`config.mk`:
```
export PLATFORM = sky130hd
export DESIGN_NAME = relay_channel_scheduler_top
export DESIGN_NICKNAME = d
export VERILOG_FILES = /design/src/sv/rcs_pkg.sv /design/src/sv/rcs_csr.sv /design/src/sv/rcs_slot_mem.sv /design/src/sv/rcs_ctrl.sv /design/src/sv/relay_channel_scheduler_top.sv
export VERILOG_INCLUDE_DIRS = /design/src /design/src/sv
export SDC_FILE = /design/constraint.sdc
export NUM_CORES = 2
export LEC_CHECK = 0
export ABC_AREA = 1
export BUFFER_PORTS_ARGS = -buffer_cell sky130_fd_sc_hd__buf_2
export CORE_AREA = 2 2 317 319
export CTS_CLUSTER_DIAMETER = 40
export DETAILED_ROUTE_END_ITERATION = 10
export DIE_AREA = 0 0 319 321
export PLACE_DENSITY_LB_ADDON = 0.15
export SETUP_SLACK_MARGIN = 0.4
export SLEW_MARGIN = 20
export SYNTH_ARGS = -nofsm -noshare
export SYNTH_HDL_FRONTEND = slang
export SYNTH_SLANG_ARGS = --single-unit
```
`constraint.sdc`:
```
create_clock -name clock -period 20.4 [get_ports clock]
set_input_delay 0 -clock clock [delete_from_list [all_inputs] [get_ports clock]]
set_output_delay 0 -clock clock [all_outputs]
set_load 0.1 [all_outputs]
```
`src/sv/relay_channel_scheduler_top_macros.svh`:
```
// Assertion macros used by the relay channel scheduler controller, rcs_ctrl.
// Depends on nothing; the asserting module must have ports named clock and reset.
`ifndef RELAY_CHANNEL_SCHEDULER_TOP_MACROS_SVH
`define RELAY_CHANNEL_SCHEDULER_TOP_MACROS_SVH

// Same-cycle implication, disabled while reset is high.
`define RCS_ASSERT_IMPLY(lbl, ante, cons, msg) \
   lbl: assert property (@(posedge clock) disable iff (reset) (ante) |-> (cons)) else $error(msg);

// Next-cycle implication, disabled while reset is high.
`define RCS_ASSERT_NEXT(lbl, ante, cons, msg) \
   lbl: assert property (@(posedge clock) disable iff (reset) (ante) |=> (cons)) else $error(msg);

`endif

```
`src/sv/rcs_pkg.sv`:
```
// Shared types, codes and constants of the relay channel scheduler.
// Depends on nothing; every RTL module refers to it by scoped names.
package rcs_pkg;

   localparam int TIMER_SLOTS = 8;
   localparam int SLOT_AW     = (TIMER_SLOTS > 1) ? $clog2(TIMER_SLOTS) : 1;
   localparam int SLOT_IN_W   = 3;
   localparam int SLOT_CMP_W  = 6;

   // Seconds of the day from hour, minute and second fields (max 115443).
   localparam int TOD_W = 17;
   localparam int DUR_W = 17;
   // duty * range, range * 100, and those times ten.
   localparam int DR_W  = 23;
   localparam int MS_W  = 27;
   // auto_off_s * 1000.
   localparam int AO_W  = 26;

   localparam logic [TOD_W-1:0] SEC_PER_HOUR = TOD_W'(3600);
   localparam logic [TOD_W-1:0] SEC_PER_MIN  = TOD_W'(60);
   localparam logic [AO_W-1:0]  MS_PER_SEC   = AO_W'(1000);
   localparam logic [DR_W-1:0]  PERCENT_FULL = DR_W'(100);
   localparam logic [MS_W-1:0]  MS_PER_PCT_S = MS_W'(10);
   localparam logic [6:0]       DUTY_MAX     = 7'd100;
   localparam logic [15:0]      RANGE_MIN    = 16'd2;

   localparam logic [1:0] OP_TICK = 2'd0;
   localparam logic [1:0] OP_SET  = 2'd1;
   localparam logic [1:0] OP_SLOT = 2'd2;

   localparam logic [1:0] MODE_MANUAL = 2'd0;
   localparam logic [1:0] MODE_DUTY   = 2'd1;
   localparam logic [1:0] MODE_DAILY  = 2'd2;
   localparam logic [1:0] MODE_EPOCH  = 2'd3;

   localparam logic [2:0] CSR_MODE         = 3'd0;
   localparam logic [2:0] CSR_DUTY_PERCENT = 3'd1;
   localparam logic [2:0] CSR_DUTY_RANGE   = 3'd2;
   localparam logic [2:0] CSR_AUTO_OFF     = 3'd3;
   localparam logic [2:0] CSR_START_EPOCH  = 3'd4;
   localparam logic [2:0] CSR_RUN_DURATION = 3'd5;
   localparam logic [2:0] CSR_ACTIVE_LEVEL = 3'd6;

   typedef struct packed {
      logic [4:0]       hour;
      logic [5:0]       minute;
      logic [5:0]       second;
      logic [DUR_W-1:0] duration;
   } slot_type;

   typedef struct packed {
      logic [1:0]  mode;
      logic [6:0]  duty_percent;
      logic [15:0] duty_range_s;
      logic [15:0] auto_off_s;
      logic [31:0] start_epoch;
      logic [31:0] run_duration_s;
      logic        active_level;
   } cfg_type;

   typedef struct packed {
      logic [1:0]           op;
      logic [31:0]          now_ms;
      logic [31:0]          epoch_s;
      logic [4:0]           hour;
      logic [5:0]           minute;
      logic [5:0]           second;
      logic                 panic;
      logic                 set_on;
      logic [SLOT_IN_W-1:0] slot;
      logic [DUR_W-1:0]     slot_duration;
   } item_type;

   typedef struct packed {
      logic               wr_en;
      logic [SLOT_AW-1:0] wr_addr;
      slot_type           wr_data;
      logic               rd_en;
      logic [SLOT_AW-1:0] rd_addr;
   } mem_req_type;

   typedef enum logic [2:0] {
      ST_IDLE,
      ST_PREP,
      ST_MUL,
      ST_SCAN,
      ST_DRAIN,
      ST_DECIDE
   } state_type;

   function automatic logic [TOD_W-1:0] tod_sec(input logic [4:0] h, input logic [5:0] m,
                                               input logic [5:0] s);
      tod_sec = TOD_W'(h) * SEC_PER_HOUR + TOD_W'(m) * SEC_PER_MIN + TOD_W'(s);
   endfunction

endpackage

```
`src/sv/rcs_csr.sv`:
```
// Configuration registers of the relay channel scheduler.
// Depends on rcs_pkg for the register indexes and the configuration struct.
module rcs_csr (
   input  logic               clock,
   input  logic               reset,
   input  logic               csr_valid,
   output logic               csr_ready,
   input  logic [2:0]         csr_index,
   input  logic [31:0]        csr_data,
   output rcs_pkg::cfg_type   cfg
);

   rcs_pkg::cfg_type cfg_ff;
   rcs_pkg::cfg_type cfg_in;

   assign csr_ready = 1'b1;
   assign cfg       = cfg_ff;

   always_comb begin
      cfg_in = cfg_ff;
      if (csr_valid && csr_ready) begin
         case (csr_index)
            rcs_pkg::CSR_MODE:         cfg_in.mode           = csr_data[1:0];
            rcs_pkg::CSR_DUTY_PERCENT: cfg_in.duty_percent   = csr_data[6:0];
            rcs_pkg::CSR_DUTY_RANGE:   cfg_in.duty_range_s   = csr_data[15:0];
            rcs_pkg::CSR_AUTO_OFF:     cfg_in.auto_off_s     = csr_data[15:0];
            rcs_pkg::CSR_START_EPOCH:  cfg_in.start_epoch    = csr_data;
            rcs_pkg::CSR_RUN_DURATION: cfg_in.run_duration_s = csr_data;
            rcs_pkg::CSR_ACTIVE_LEVEL: cfg_in.active_level   = csr_data[0];
            default:                   cfg_in = cfg_ff;
         endcase
      end
   end

   always_ff @(posedge clock) begin
      if (reset) begin
         cfg_ff <= '{active_level: 1'b1, default: '0};
      end else begin
         cfg_ff <= cfg_in;
      end
   end

endmodule

```
`src/sv/rcs_slot_mem.sv`:
```
// Daily timer table: a one-port-write, one-port-read memory with registered read data.
// Depends on rcs_pkg; per-entry valid bits make unwritten entries read as zero.
module rcs_slot_mem (
   input  logic                 clock,
   input  logic                 reset,
   input  rcs_pkg::mem_req_type mem_req,
   output rcs_pkg::slot_type    rd_data
);

   rcs_pkg::slot_type                  mem_ff [rcs_pkg::TIMER_SLOTS];
   logic [rcs_pkg::TIMER_SLOTS-1:0]    valid_ff;
   logic [rcs_pkg::TIMER_SLOTS-1:0]    valid_in;
   rcs_pkg::slot_type                  rd_data_ff;

   assign rd_data = rd_data_ff;

   always_comb begin
      valid_in = valid_ff;
      if (mem_req.wr_en) begin
         valid_in[mem_req.wr_addr] = 1'b1;
      end
   end

   always_ff @(posedge clock) begin
      if (reset) begin
         valid_ff <= '0;
      end else begin
         valid_ff <= valid_in;
      end
   end

   always_ff @(posedge clock) begin
      if (mem_req.wr_en) begin
         mem_ff[mem_req.wr_addr] <= mem_req.wr_data;
      end
   end

   always_ff @(posedge clock) begin
      if (mem_req.rd_en) begin
         rd_data_ff <= valid_ff[mem_req.rd_addr] ? mem_ff[mem_req.rd_addr] : '0;
      end
   end

endmodule

```
`src/sv/rcs_ctrl.sv`:
```
// Sequencer and datapath of the relay channel scheduler: relay state, timing, table walk.
// Depends on rcs_pkg and the assertion macros in relay_channel_scheduler_top_macros.svh.
`include "relay_channel_scheduler_top_macros.svh"

module rcs_ctrl (
   input  logic                 clock,
   input  logic                 reset,
   input  logic                 start,
   output logic                 busy,
   input  rcs_pkg::item_type    item,
   input  rcs_pkg::cfg_type     cfg,
   output rcs_pkg::mem_req_type mem_req,
   input  rcs_pkg::slot_type    rd_data,
   output logic                 rsp_valid,
   output logic                 rsp_relay_on,
   output logic                 rsp_pin_level,
   output logic                 rsp_switched
);

   rcs_pkg::state_type state_ff, state_in;

   rcs_pkg::item_type  item_ff, item_in;
   logic               relay_ff, relay_in;
   logic [31:0]        last_on_ff, last_on_in;
   logic [31:0]        last_chg_ff, last_chg_in;

   logic [rcs_pkg::SLOT_AW-1:0] cnt_ff, cnt_in;
   logic                        rd_pend_ff, rd_pend_in;
   logic                        any_ff, any_in;

   logic [6:0]                 duty_ff, duty_in;
   logic [rcs_pkg::DR_W-1:0]   dr_ff, dr_in;
   logic [rcs_pkg::DR_W-1:0]   r100_ff, r100_in;
   logic [rcs_pkg::AO_W-1:0]   ao_ms_ff, ao_ms_in;
   logic [rcs_pkg::MS_W-1:0]   on_ms_ff, on_ms_in;
   logic [rcs_pkg::MS_W-1:0]   off_ms_ff, off_ms_in;
   logic [rcs_pkg::TOD_W-1:0]  cur_ff, cur_in;
   logic [31:0]                el_on_ff, el_on_in;
   logic [31:0]                el_chg_ff, el_chg_in;
   logic [31:0]                since_ff, since_in;

   logic rsp_valid_ff, rsp_valid_in;
   logic rsp_relay_ff, rsp_relay_in;
   logic rsp_pin_ff, rsp_pin_in;
   logic rsp_sw_ff, rsp_sw_in;

   logic                         accept;
   logic                         go_scan;
   logic [15:0]                  range_clamped;
   logic [rcs_pkg::TOD_W-1:0]    slot_start;
   logic [rcs_pkg::TOD_W:0]      slot_end;
   logic                         hit;
   logic                         drive;
   logic                         drive_on;
   logic                         relay_new;
   logic [rcs_pkg::SLOT_CMP_W-1:0] slot_ext;

   assign accept   = start && (state_ff == rcs_pkg::ST_IDLE);
   assign go_scan  = (item_ff.op == rcs_pkg::OP_TICK) && !item_ff.panic &&
                     (cfg.mode == rcs_pkg::MODE_DAILY);
   assign slot_ext = rcs_pkg::SLOT_CMP_W'(item_ff.slot);

   // Next state.
   always_comb begin
      state_in = state_ff;
      case (state_ff)
         rcs_pkg::ST_IDLE:   if (accept) state_in = rcs_pkg::ST_PREP;
         rcs_pkg::ST_PREP:   state_in = rcs_pkg::ST_MUL;
         rcs_pkg::ST_MUL:    state_in = go_scan ? rcs_pkg::ST_SCAN : rcs_pkg::ST_DECIDE;
         rcs_pkg::ST_SCAN: begin
            if (cnt_ff == rcs_pkg::SLOT_AW'(rcs_pkg::TIMER_SLOTS - 1)) begin
               state_in = rcs_pkg::ST_DRAIN;
            end
         end
         rcs_pkg::ST_DRAIN:  state_in = rcs_pkg::ST_DECIDE;
         rcs_pkg::ST_DECIDE: state_in = rcs_pkg::ST_IDLE;
         default:            state_in = rcs_pkg::ST_IDLE;
      endcase
   end

   // Outputs of the sequencer: handshake and memory accesses.
   always_comb begin
      busy            = (state_ff != rcs_pkg::ST_IDLE);
      mem_req.rd_en   = (state_ff == rcs_pkg::ST_SCAN);
      mem_req.rd_addr = cnt_ff;
      mem_req.wr_en   = (state_ff == rcs_pkg::ST_DECIDE) && (item_ff.op == rcs_pkg::OP_SLOT) &&
                        (slot_ext < rcs_pkg::SLOT_CMP_W'(rcs_pkg::TIMER_SLOTS));
      mem_req.wr_addr = slot_ext[rcs_pkg::SLOT_AW-1:0];
      mem_req.wr_data.hour     = item_ff.hour;
      mem_req.wr_data.minute   = item_ff.minute;
      mem_req.wr_data.second   = item_ff.second;
      mem_req.wr_data.duration = item_ff.slot_duration;
   end

   // Window check on the entry read in the previous cycle; no wrap at midnight.
   always_comb begin
      slot_start = rcs_pkg::tod_sec(rd_data.hour, rd_data.minute, rd_data.second);
      slot_end   = (rcs_pkg::TOD_W + 1)'(slot_start) + (rcs_pkg::TOD_W + 1)'(rd_data.duration);
      hit        = (slot_start <= cur_ff) && (slot_end >= (rcs_pkg::TOD_W + 1)'(cur_ff));
   end

   // Relay decision for the held item.
   always_comb begin
      drive    = 1'b0;
      drive_on = 1'b0;
      case (item_ff.op)
         rcs_pkg::OP_TICK: begin
            if (item_ff.panic) begin
               drive = 1'b1;
            end else begin
               case (cfg.mode)
                  rcs_pkg::MODE_MANUAL: begin
                     if (cfg.auto_off_s != 16'd0 && relay_ff && el_on_ff >= 32'(ao_ms_ff)) begin
                        drive = 1'b1;
                     end
                  end
                  rcs_pkg::MODE_DUTY: begin
                     if (duty_ff != 7'd0) begin
                        if (relay_ff) begin
                           if (duty_ff != rcs_pkg::DUTY_MAX && el_chg_ff >= 32'(on_ms_ff)) begin
                              drive = 1'b1;
                           end
                        end else if (el_chg_ff >= 32'(off_ms_ff)) begin
                           drive    = 1'b1;
                           drive_on = 1'b1;
                        end
                     end
                  end
                  rcs_pkg::MODE_DAILY: begin
                     if (!relay_ff && any_ff) begin
                        drive    = 1'b1;
                        drive_on = 1'b1;
                     end else if (relay_ff && !any_ff) begin
                        drive = 1'b1;
                     end
                  end
                  rcs_pkg::MODE_EPOCH: begin
                     if (cfg.run_duration_s != 32'd0) begin
                        if (cfg.start_epoch <= item_ff.epoch_s &&
                            cfg.run_duration_s >= since_ff && !relay_ff) begin
                           drive    = 1'b1;
                           drive_on = 1'b1;
                        end else if (relay_ff && cfg.run_duration_s <= since_ff) begin
                           drive = 1'b1;
                        end
                     end
                  end
                  default: drive = 1'b0;
               endcase
            end
         end
         rcs_pkg::OP_SET: begin
            drive    = 1'b1;
            drive_on = item_ff.set_on;
         end
         default: drive = 1'b0;
      endcase
      relay_new = drive ? drive_on : relay_ff;
   end

   // Datapath next values.
   always_comb begin
      item_in     = accept ? item : item_ff;
      relay_in    = relay_ff;
      last_on_in  = last_on_ff;
      last_chg_in = last_chg_ff;
      cnt_in      = cnt_ff;
      rd_pend_in  = (state_ff == rcs_pkg::ST_SCAN);
      any_in      = any_ff;
      duty_in     = duty_ff;
      dr_in       = dr_ff;
      r100_in     = r100_ff;
      ao_ms_in    = ao_ms_ff;
      on_ms_in    = on_ms_ff;
      off_ms_in   = off_ms_ff;
      cur_in      = cur_ff;
      el_on_in    = el_on_ff;
      el_chg_in   = el_chg_ff;
      since_in    = since_ff;
      range_clamped = (cfg.duty_range_s < rcs_pkg::RANGE_MIN) ? rcs_pkg::RANGE_MIN
                                                               : cfg.duty_range_s;

      if (state_ff == rcs_pkg::ST_PREP) begin
         duty_in   = (cfg.duty_percent > rcs_pkg::DUTY_MAX) ? rcs_pkg::DUTY_MAX
                                                             : cfg.duty_percent;
         dr_in     = rcs_pkg::DR_W'(duty_in) * rcs_pkg::DR_W'(range_clamped);
         r100_in   = rcs_pkg::DR_W'(range_clamped) * rcs_pkg::PERCENT_FULL;
         ao_ms_in  = rcs_pkg::AO_W'(cfg.auto_off_s) * rcs_pkg::MS_PER_SEC;
         cur_in    = rcs_pkg::tod_sec(item_ff.hour, item_ff.minute, item_ff.second);
         el_on_in  = item_ff.now_ms - last_on_ff;
         el_chg_in = item_ff.now_ms - last_chg_ff;
         since_in  = item_ff.epoch_s - cfg.start_epoch;
         cnt_in    = '0;
         any_in    = 1'b0;
      end

      if (state_ff == rcs_pkg::ST_MUL) begin
         on_ms_in  = rcs_pkg::MS_W'(dr_ff) * rcs_pkg::MS_PER_PCT_S;
         off_ms_in = rcs_pkg::MS_W'(r100_ff - dr_ff) * rcs_pkg::MS_PER_PCT_S;
      end

      if (state_ff == rcs_pkg::ST_SCAN) begin
         cnt_in = cnt_ff + rcs_pkg::SLOT_AW'(1);
      end

      if (rd_pend_ff && hit) begin
         any_in = 1'b1;
      end

      if (state_ff == rcs_pkg::ST_DECIDE) begin
         relay_in = relay_new;
         if (drive) begin
            last_chg_in = item_ff.now_ms;
            if (drive_on) begin
               last_on_in = item_ff.now_ms;
            end
         end
      end

      rsp_valid_in = (state_ff == rcs_pkg::ST_DECIDE);
      rsp_relay_in = relay_new;
      rsp_pin_in   = relay_new ? cfg.active_level : ~cfg.active_level;
      rsp_sw_in    = drive;
   end

   always_ff @(posedge clock) begin
      if (reset) begin
         state_ff     <= rcs_pkg::ST_IDLE;
         relay_ff     <= 1'b0;
         last_on_ff   <= '0;
         last_chg_ff  <= '0;
         rd_pend_ff   <= 1'b0;
         rsp_valid_ff <= 1'b0;
      end else begin
         state_ff     <= state_in;
         relay_ff     <= relay_in;
         last_on_ff   <= last_on_in;
         last_chg_ff  <= last_chg_in;
         rd_pend_ff   <= rd_pend_in;
         rsp_valid_ff <= rsp_valid_in;
      end
   end

   always_ff @(posedge clock) begin
      item_ff      <= item_in;
      cnt_ff       <= cnt_in;
      any_ff       <= any_in;
      duty_ff      <= duty_in;
      dr_ff        <= dr_in;
      r100_ff      <= r100_in;
      ao_ms_ff     <= ao_ms_in;
      on_ms_ff     <= on_ms_in;
      off_ms_ff    <= off_ms_in;
      cur_ff       <= cur_in;
      el_on_ff     <= el_on_in;
      el_chg_ff    <= el_chg_in;
      since_ff     <= since_in;
      rsp_relay_ff <= rsp_relay_in;
      rsp_pin_ff   <= rsp_pin_in;
      rsp_sw_ff    <= rsp_sw_in;
   end

   assign rsp_valid     = rsp_valid_ff;
   assign rsp_relay_on  = rsp_relay_ff;
   assign rsp_pin_level = rsp_pin_ff;
   assign rsp_switched  = rsp_sw_ff;

   `RCS_ASSERT_NEXT(a_accept_leaves_idle, accept, state_ff == rcs_pkg::ST_PREP, "accepted word did not start")
   `RCS_ASSERT_NEXT(a_decide_strobes, state_ff == rcs_pkg::ST_DECIDE, rsp_valid_ff && state_ff == rcs_pkg::ST_IDLE, "decision gave no result")
   `RCS_ASSERT_IMPLY(a_write_only_at_decide, mem_req.wr_en, state_ff == rcs_pkg::ST_DECIDE && !mem_req.rd_en, "table write outside decision")
   `RCS_ASSERT_IMPLY(a_result_matches_state, rsp_valid_ff, rsp_relay_ff == relay_ff, "result disagrees with relay state")

endmodule

```
`src/sv/relay_channel_scheduler_top.sv`:
```
// Relay channel scheduler, top level: one relay channel with its schedule and timer table.
// Depends on rcs_pkg, rcs_csr, rcs_slot_mem and rcs_ctrl.
//
// An item is taken when start is high and busy is low, and exactly one result word follows,
// shown on the rsp_ ports for a single cycle under rsp_valid; the receiver cannot stall it.
// Manual sets, slot writes, unknown requests, panic ticks and ticks outside daily-timer mode
// go through the PREP, MUL and DECIDE states before the result strobe. A tick without panic
// in daily-timer mode walks the timer table through its single read port, one entry a cycle,
// with registered read data, in SCAN and DRAIN between MUL and DECIDE. busy drops in the
// cycle the result is shown, so the next item can be taken then. The timer table needs no
// clearing pass: per-entry valid bits make it read as zero after reset. Configuration writes
// are always ready and take effect on the next cycle; write them only while the block is idle.
module relay_channel_scheduler_top (
   input  logic        clock,
   input  logic        reset,
   input  logic        start,
   output logic        busy,
   input  logic [1:0]  req_op,
   input  logic [31:0] req_now_ms,
   input  logic [31:0] req_epoch_s,
   input  logic [4:0]  req_hour,
   input  logic [5:0]  req_minute,
   input  logic [5:0]  req_second,
   input  logic        req_panic,
   input  logic        req_set_on,
   input  logic [2:0]  req_slot,
   input  logic [16:0] req_slot_duration,
   output logic        rsp_valid,
   output logic        rsp_relay_on,
   output logic        rsp_pin_level,
   output logic        rsp_switched,
   input  logic        csr_valid,
   output logic        csr_ready,
   input  logic [2:0]  csr_index,
   input  logic [31:0] csr_data
);

   rcs_pkg::cfg_type     cfg;
   rcs_pkg::item_type    item;
   rcs_pkg::mem_req_type mem_req;
   rcs_pkg::slot_type    rd_data;

   always_comb begin
      item.op            = req_op;
      item.now_ms        = req_now_ms;
      item.epoch_s       = req_epoch_s;
      item.hour          = req_hour;
      item.minute        = req_minute;
      item.second        = req_second;
      item.panic         = req_panic;
      item.set_on        = req_set_on;
      item.slot          = req_slot;
      item.slot_duration = req_slot_duration;
   end

   rcs_csr u_csr (
      .clock     (clock),
      .reset     (reset),
      .csr_valid (csr_valid),
      .csr_ready (csr_ready),
      .csr_index (csr_index),
      .csr_data  (csr_data),
      .cfg       (cfg)
   );

   rcs_slot_mem u_slot_mem (
      .clock   (clock),
      .reset   (reset),
      .mem_req (mem_req),
      .rd_data (rd_data)
   );

   rcs_ctrl u_ctrl (
      .clock         (clock),
      .reset         (reset),
      .start         (start),
      .busy          (busy),
      .item          (item),
      .cfg           (cfg),
      .mem_req       (mem_req),
      .rd_data       (rd_data),
      .rsp_valid     (rsp_valid),
      .rsp_relay_on  (rsp_relay_on),
      .rsp_pin_level (rsp_pin_level),
      .rsp_switched  (rsp_switched)
   );

endmodule

```
[Word level (Yosys, flattened, before mapping)]
Memory sizes are Yosys's and may differ from the RTL's. A register that Yosys moved wholly into a read port is not among the register bits.
Cells that the tools add are included.
Word-level totals
  register bits: 535
  RAM bits: 272
  bits of input ports: 144
  output and inout bits: 6
  word-level logic and storage cells: 171
  memories: 1
Operators by class
  add/sub/neg operators: 10
  multiply operators: 9
  $lt $le $gt $ge: 14
  equality and inequality tests: 20
  mux-type cells: 37
  bitwise logic cells: 2
  reduce and logical (&&, ||, !) cells: 39
Memory list
  u_slot_mem.mem_ff: words 8, width 34, rd ports 1, clocked after Yosys merged registers in 1, wr ports 1, line rcs_slot_mem.sv:10  | rcs_pkg::slot_type mem_ff [rcs_pkg::TIMER_SLOTS];
Operators by type and width (number)
  $sub A32 B32 Y32: 3
  $ge A32 B27 Y1: 2
  $le A32 B32 Y1: 2
  $add A17 B12 Y17: 2
  $add A17 B6 Y17: 2
  $ge A32 B26 Y1: 1
  $ge A32 B32 Y1: 1
  $reduce_bool A32 Y1: 1
  $mul A27 B3 Y26 const B: 1
  $mul A23 B3 Y26 const B: 1
  $mul A5 B8 Y13 const B: 2
  $sub A23 B23 Y24: 1
  $mul A16 B7 Y23 const B: 1
  $mul A7 B16 Y23: 1
  $mux W1: 23
  $mul A16 B5 Y21 const B: 1
  $mul A6 B4 Y10 const B: 2
  $add A17 B17 Y18: 1
  $eq A3 B3 Y1 const B: 6
  $ge A18 B17 Y1: 1
  $reduce_and A2 Y1: 9
  $le A17 B17 Y1: 1
  $logic_and A1 B1 Y1: 16
  $lt A16 B2 Y1 const B: 1
  30 further kinds: 49

[Logic depth before layout (Yosys ltp)]
  word-level depth: 10
  depth in mapped cells: 37

[By module]
From an unflattened synthesis, not the netlist that was laid out.
Unflattened totals
  cell total of the unflattened synthesis: 6066
  area total of the unflattened synthesis: 54959.0 um2
By module, submodules not included
  rcs_ctrl: times used 1, cells each 4089, area each 37068.1 um2, seq. area each 11871.4 um2
  rcs_slot_mem: times used 1, cells each 1352, area each 13590.5 um2, seq. area each 9349.0 um2
  rcs_csr: times used 1, cells each 625, area each 4300.4 um2, seq. area each 2122.0 um2

[Least setup slack after synthesis]
Ideal clock, no wire load.
  path type: register -> register
  start point: register u_ctrl.state_ff[0]
  end point: register u_ctrl.state_ff[1]
  library setup time: 57 ps
  data arrival time: 14019 ps
  required time: 20343 ps
  slack: 6324 ps
  cell stages (with the launch flop): 7
  cells stage by stage: dfxtp_1 > inv_1 > nor3_1 > inv_1 > o21ai_0 > o21ai_0 > inv_1
Between the ends
  cells in the longest elaborated chain, start to end: 4
Ends and longest elaborated chain
  start, declared: line rcs_ctrl.sv:20  | rcs_pkg::state_type state_ff, state_in;
  start signal, assigned: line rcs_ctrl.sv:228  | state_ff <= rcs_pkg::ST_IDLE;
  start signal, assigned: line rcs_ctrl.sv:235  | state_ff <= state_in;
  $logic_not A3 Y1: line rcs_ctrl.sv:58, rcs_ctrl.sv:66
  $logic_and A1 B1 Y1: line rcs_ctrl.sv:58  | assign accept = start && (state_ff == rcs_pkg::ST_IDLE);
  $ne A2 B1 Y1 (no source line)
  $reduce_and A2 Y1 (no source line)
Parallel ways exist; a longest one is shown, timed or not.
A chain may end at the register's enable or synchronous reset.

[Worst setup path after layout]
  start point: register u_slot_mem.rd_data[26] (netlist name)
  end point: register u_ctrl.any_ff
Between the ends
  cells in the longest elaborated chain, start to end: 7
Ends and longest elaborated chain
  $mul A6 B4 Y10 (*): line rcs_pkg.sv:93  | tod_sec = TOD_W'(h) * SEC_PER_HOUR + TOD_W'(m) * SEC_PER_MIN + TOD_W'(s);
  $add A17 B12 Y17 (*): line rcs_pkg.sv:93
  $add A17 B6 Y17 (*): line rcs_pkg.sv:93
  $add A17 B17 Y18: line rcs_ctrl.sv:98  | slot_end = (rcs_pkg::TOD_W + 1)'(slot_start) + (rcs_pkg::TOD_W + 1)'(rd_data.duration);
  $ge A18 B17 Y1: line rcs_ctrl.sv:99  | hit = (slot_start <= cur_ff) && (slot_end >= (rcs_pkg::TOD_W + 1)'(cur_ff));
  $logic_and A1 B1 Y1 (*): line rcs_ctrl.sv:99
  $logic_and A1 B1 Y1 (*): line rcs_ctrl.sv:206  | if (rd_pend_ff && hit) begin
  end signal, assigned: line rcs_ctrl.sv:247  | any_ff <= any_in;
  end, declared: line rcs_ctrl.sv:29  | logic any_ff, any_in;
Every way passes the cells marked *; elsewhere a longest branch is shown, timed or not.

==> results.toml <==
[synth]
ys.flop_type = "edfxtp_1"
synthAdderAreaFrac_pct = 21.4
ys_async_sr_fraction_pct = 0
yosys-mux-area-fraction_pct = 0
synth-seq-cells = 840
synthDistinctLibCells = 50
syn-num-nets = 6361
ys.warnings.count = 0
synth_top_family_by_area = "adder cells"
netlist_area_um2 = 52200
avgSynthCellArea_um2 = 9.62
syn_inst = 5427
synth_edf_count = 652
ys_seq_area_share_pct = 44.7
yosys.area_share.simple_pct = 12.4
synth_xor_area_share_pct = 4.41
synth-compound-area-share_pct = 10.6

[grt]
grt_overflow = 0
grt_pass1_wl_um = 206000
grt-busiest-layer = "met2"
grt_max_degree = 107
met2_usage_pct = 43.5
use_met1_pct = 33.9
track_usage_pct = 25.6
grtUsageMet3_pct = 4.09
grt_pass1_vias = 38600
grt_antenna_before_repair = 8

[routing]
drtPass1Iterations = 5
ant_nets = 0
drt-total-wl_um = 129000
route.detailed.drc = 0
vias_per_cell = 5.30
routedWlPerCell_um = 17.7
vias = 38600
drtIter0Drc = 2762

[worst_setup_path]
path_buf_inv = 5
crit-reg2reg-launch = "u_slot_mem.rd_data[26]"
crit_family = "adder cells"
critPathSlowestCell = "fa_1"
cpMostUsedCell = "nand2_1"
cp-startpoint = "u_slot_mem.rd_data[26]"
required_ps = 21040
path_class = "reg2reg"
reg2regPathDepth = 37
worst-path-stages = 37
crit_fanout = 4
cp.arrival_ps = 7260
startpoint_type = "register"
max_stage_delay_ps = 510
endpoint_kind = "register"

[timing]
rsz0062_at_grt = "false"
hold_viol_final = 0
tightest_slew_ps = 1040
setup_slack_ps = 13770
setup_viol = 0
max_slew_margin_pct = 30.9
tns_ps = 0
slew_viol_final = 0
fin_crit_ps = 6630
whs_ps = 37.1
fmax_mhz = 151
period_share_pct = 32.5
clock_skew_ps = 53.1

[floorplanning]
pin_count = 150
row_count = 116
start_util_pct = 52.6
coreArea_um2 = 99300
die_width_um = 319
dieArea_um2 = 102000
fp.dieH_um = 321

[worst_hold_path]
worstHoldPathCells = 2
hp-start = "req_minute[1]"
worst_hold_path_type = "in2reg"

[final_layout]
nFillCells = 8245
syn_to_final_growth_pct = 18.2
final_cell_mix = "nand2_1, inv_1, edfxtp_1"
layoutNonFillerInstCount = 7288
multiInputGateArea_um2 = 25600
final_nets = 6814
final-seq-area_um2 = 23300
drive_gt1_share_pct = 7.06
layout_commonest_cell = "nand2_1"

[clock_tree]
worstSkewPairLatency_ps = 750
htreeDepth = 4
path_clk_slew_ps = 60
clockBufferDepth = 3
numCtsBuffers = 132
cts_tree = "built"
cts_root_buffer = "clkbuf_16"
cts.sinks = 840

[placement]
place_inst = 6762
pre_cts_ws_ps = 13780
numPortBuffers = 148
routabilityCongestion = 0.915
dp_hpwl_um = 91300

[flow_run]
cap_violations = 0

[power]
vdd.ir_drop.worst_v = 0.000106
power.leakage_nw = 27.7
power.density_nw_per_um2 = 107

[run_status]
outcome = "finished, final reports clean"
## worst reg2reg max path: cells and delay by family, from the launching register on
family	cells	cell delay [ps]
adder cells (fa/ha/maj)	7	2530
AO/OA/AOI/OAI	10	1360
AND/OR/NAND/NOR	12	1270
XOR/XNOR	3	490
buffers and inverters	5	490
flip-flops	1	410
## flip-flops by register name (all words and copies together) (netlist names), 34 cells and up
name	flops
u_slot_mem.mem_ff	272
u_csr.cfg	106
u_ctrl.item_ff	68
u_ctrl.mem_req	37
u_slot_mem.rd_data	34
## area by class of cell
type                    count  area share (%)
clock inverters            87            1.73
diodes                      1         0.00405
inverters                 741            4.51
repair buffers            464            6.21
clock buffers             156            5.71
multi-input cells        3701            41.4
flip-flops and latches    840            37.8
well taps                1298            2.63
## synth_stat cells, types with 21 or more instances
| cell | n | area share, % |
|---|---|---|
| ha_1 | 620 | 15 |
| fa_1 | 170 | 6.5 |
| dfxtp_1 | 188 | 7.2 |
| xnor2_1 | 88 | 1.5 |
| o22ai_1 | 71 | 0.85 |
| o21a_1 | 21 | 0.30 |
| a21oi_1 | 450 | 4.3 |
| edfxtp_1 | 652 | 37 |
| inv_1 | 738 | 5.3 |
| clkbuf_1 | 123 | 0.88 |
| nand4_1 | 41 | 0.49 |
| nor3_1 | 41 | 0.39 |
| nand3_1 | 124 | 1.2 |
| nor2_1 | 573 | 4.1 |
| o21ai_0 | 368 | 3.5 |
| xor2_1 | 175 | 2.9 |
| nand2_1 | 813 | 5.8 |
| a21o_1 | 24 | 0.34 |
## per-layer routing
metal  wire [um]  vias up
met5          75        -
met4        2790       12
met3        6300      188
met2       62300      862
met1       57900    18300
li1            -    19200
## final timing paths
check	slack (ps)	to
worst max-delay path	13770	u_ctrl.any_ff
worst min-delay path	40	u_ctrl.mem_req[28]
worst max register to register	13770	u_ctrl.any_ff
worst min register to register	460	u_ctrl.any_ff
## stage by stage
step,power (W),utilization (%),area [um2]
final,0.00664,62.2,61800
after global routing,0.00708,62.2,61800
after CTS,0.00668,62.2,61700
after detailed placement,0.00434,54.7,54300
after global placement,0.00432,54.7,54300
after floorplan,0.00384,-,52200
## logic make-up after synthesis
| group | Yosys count |
|---|---|
| AO/OA/AOI/OAI | 1025 |
| XOR/XNOR | 263 |
| adder cells (fa/ha/maj) | 790 |
| buffers and inverters | 886 |
| flip-flops | 840 |
| other | 1 |
| AND/OR/NAND/NOR | 1622 |
## what timing repair did
action	in CTS	in global routing
hold buffers	281	0
hold endpoints to repair	256	0
buffers inserted	0	0
resized for setup	0	0
## where the power goes
group          internal (W)  switching [W]  total, W
clock network       0.00141       0.000865   0.00227
logic              0.000847        0.00131   0.00215
registers           0.00211      0.0000969   0.00221
total               0.00437        0.00227   0.00664
(Power assumes the default switching activity.)
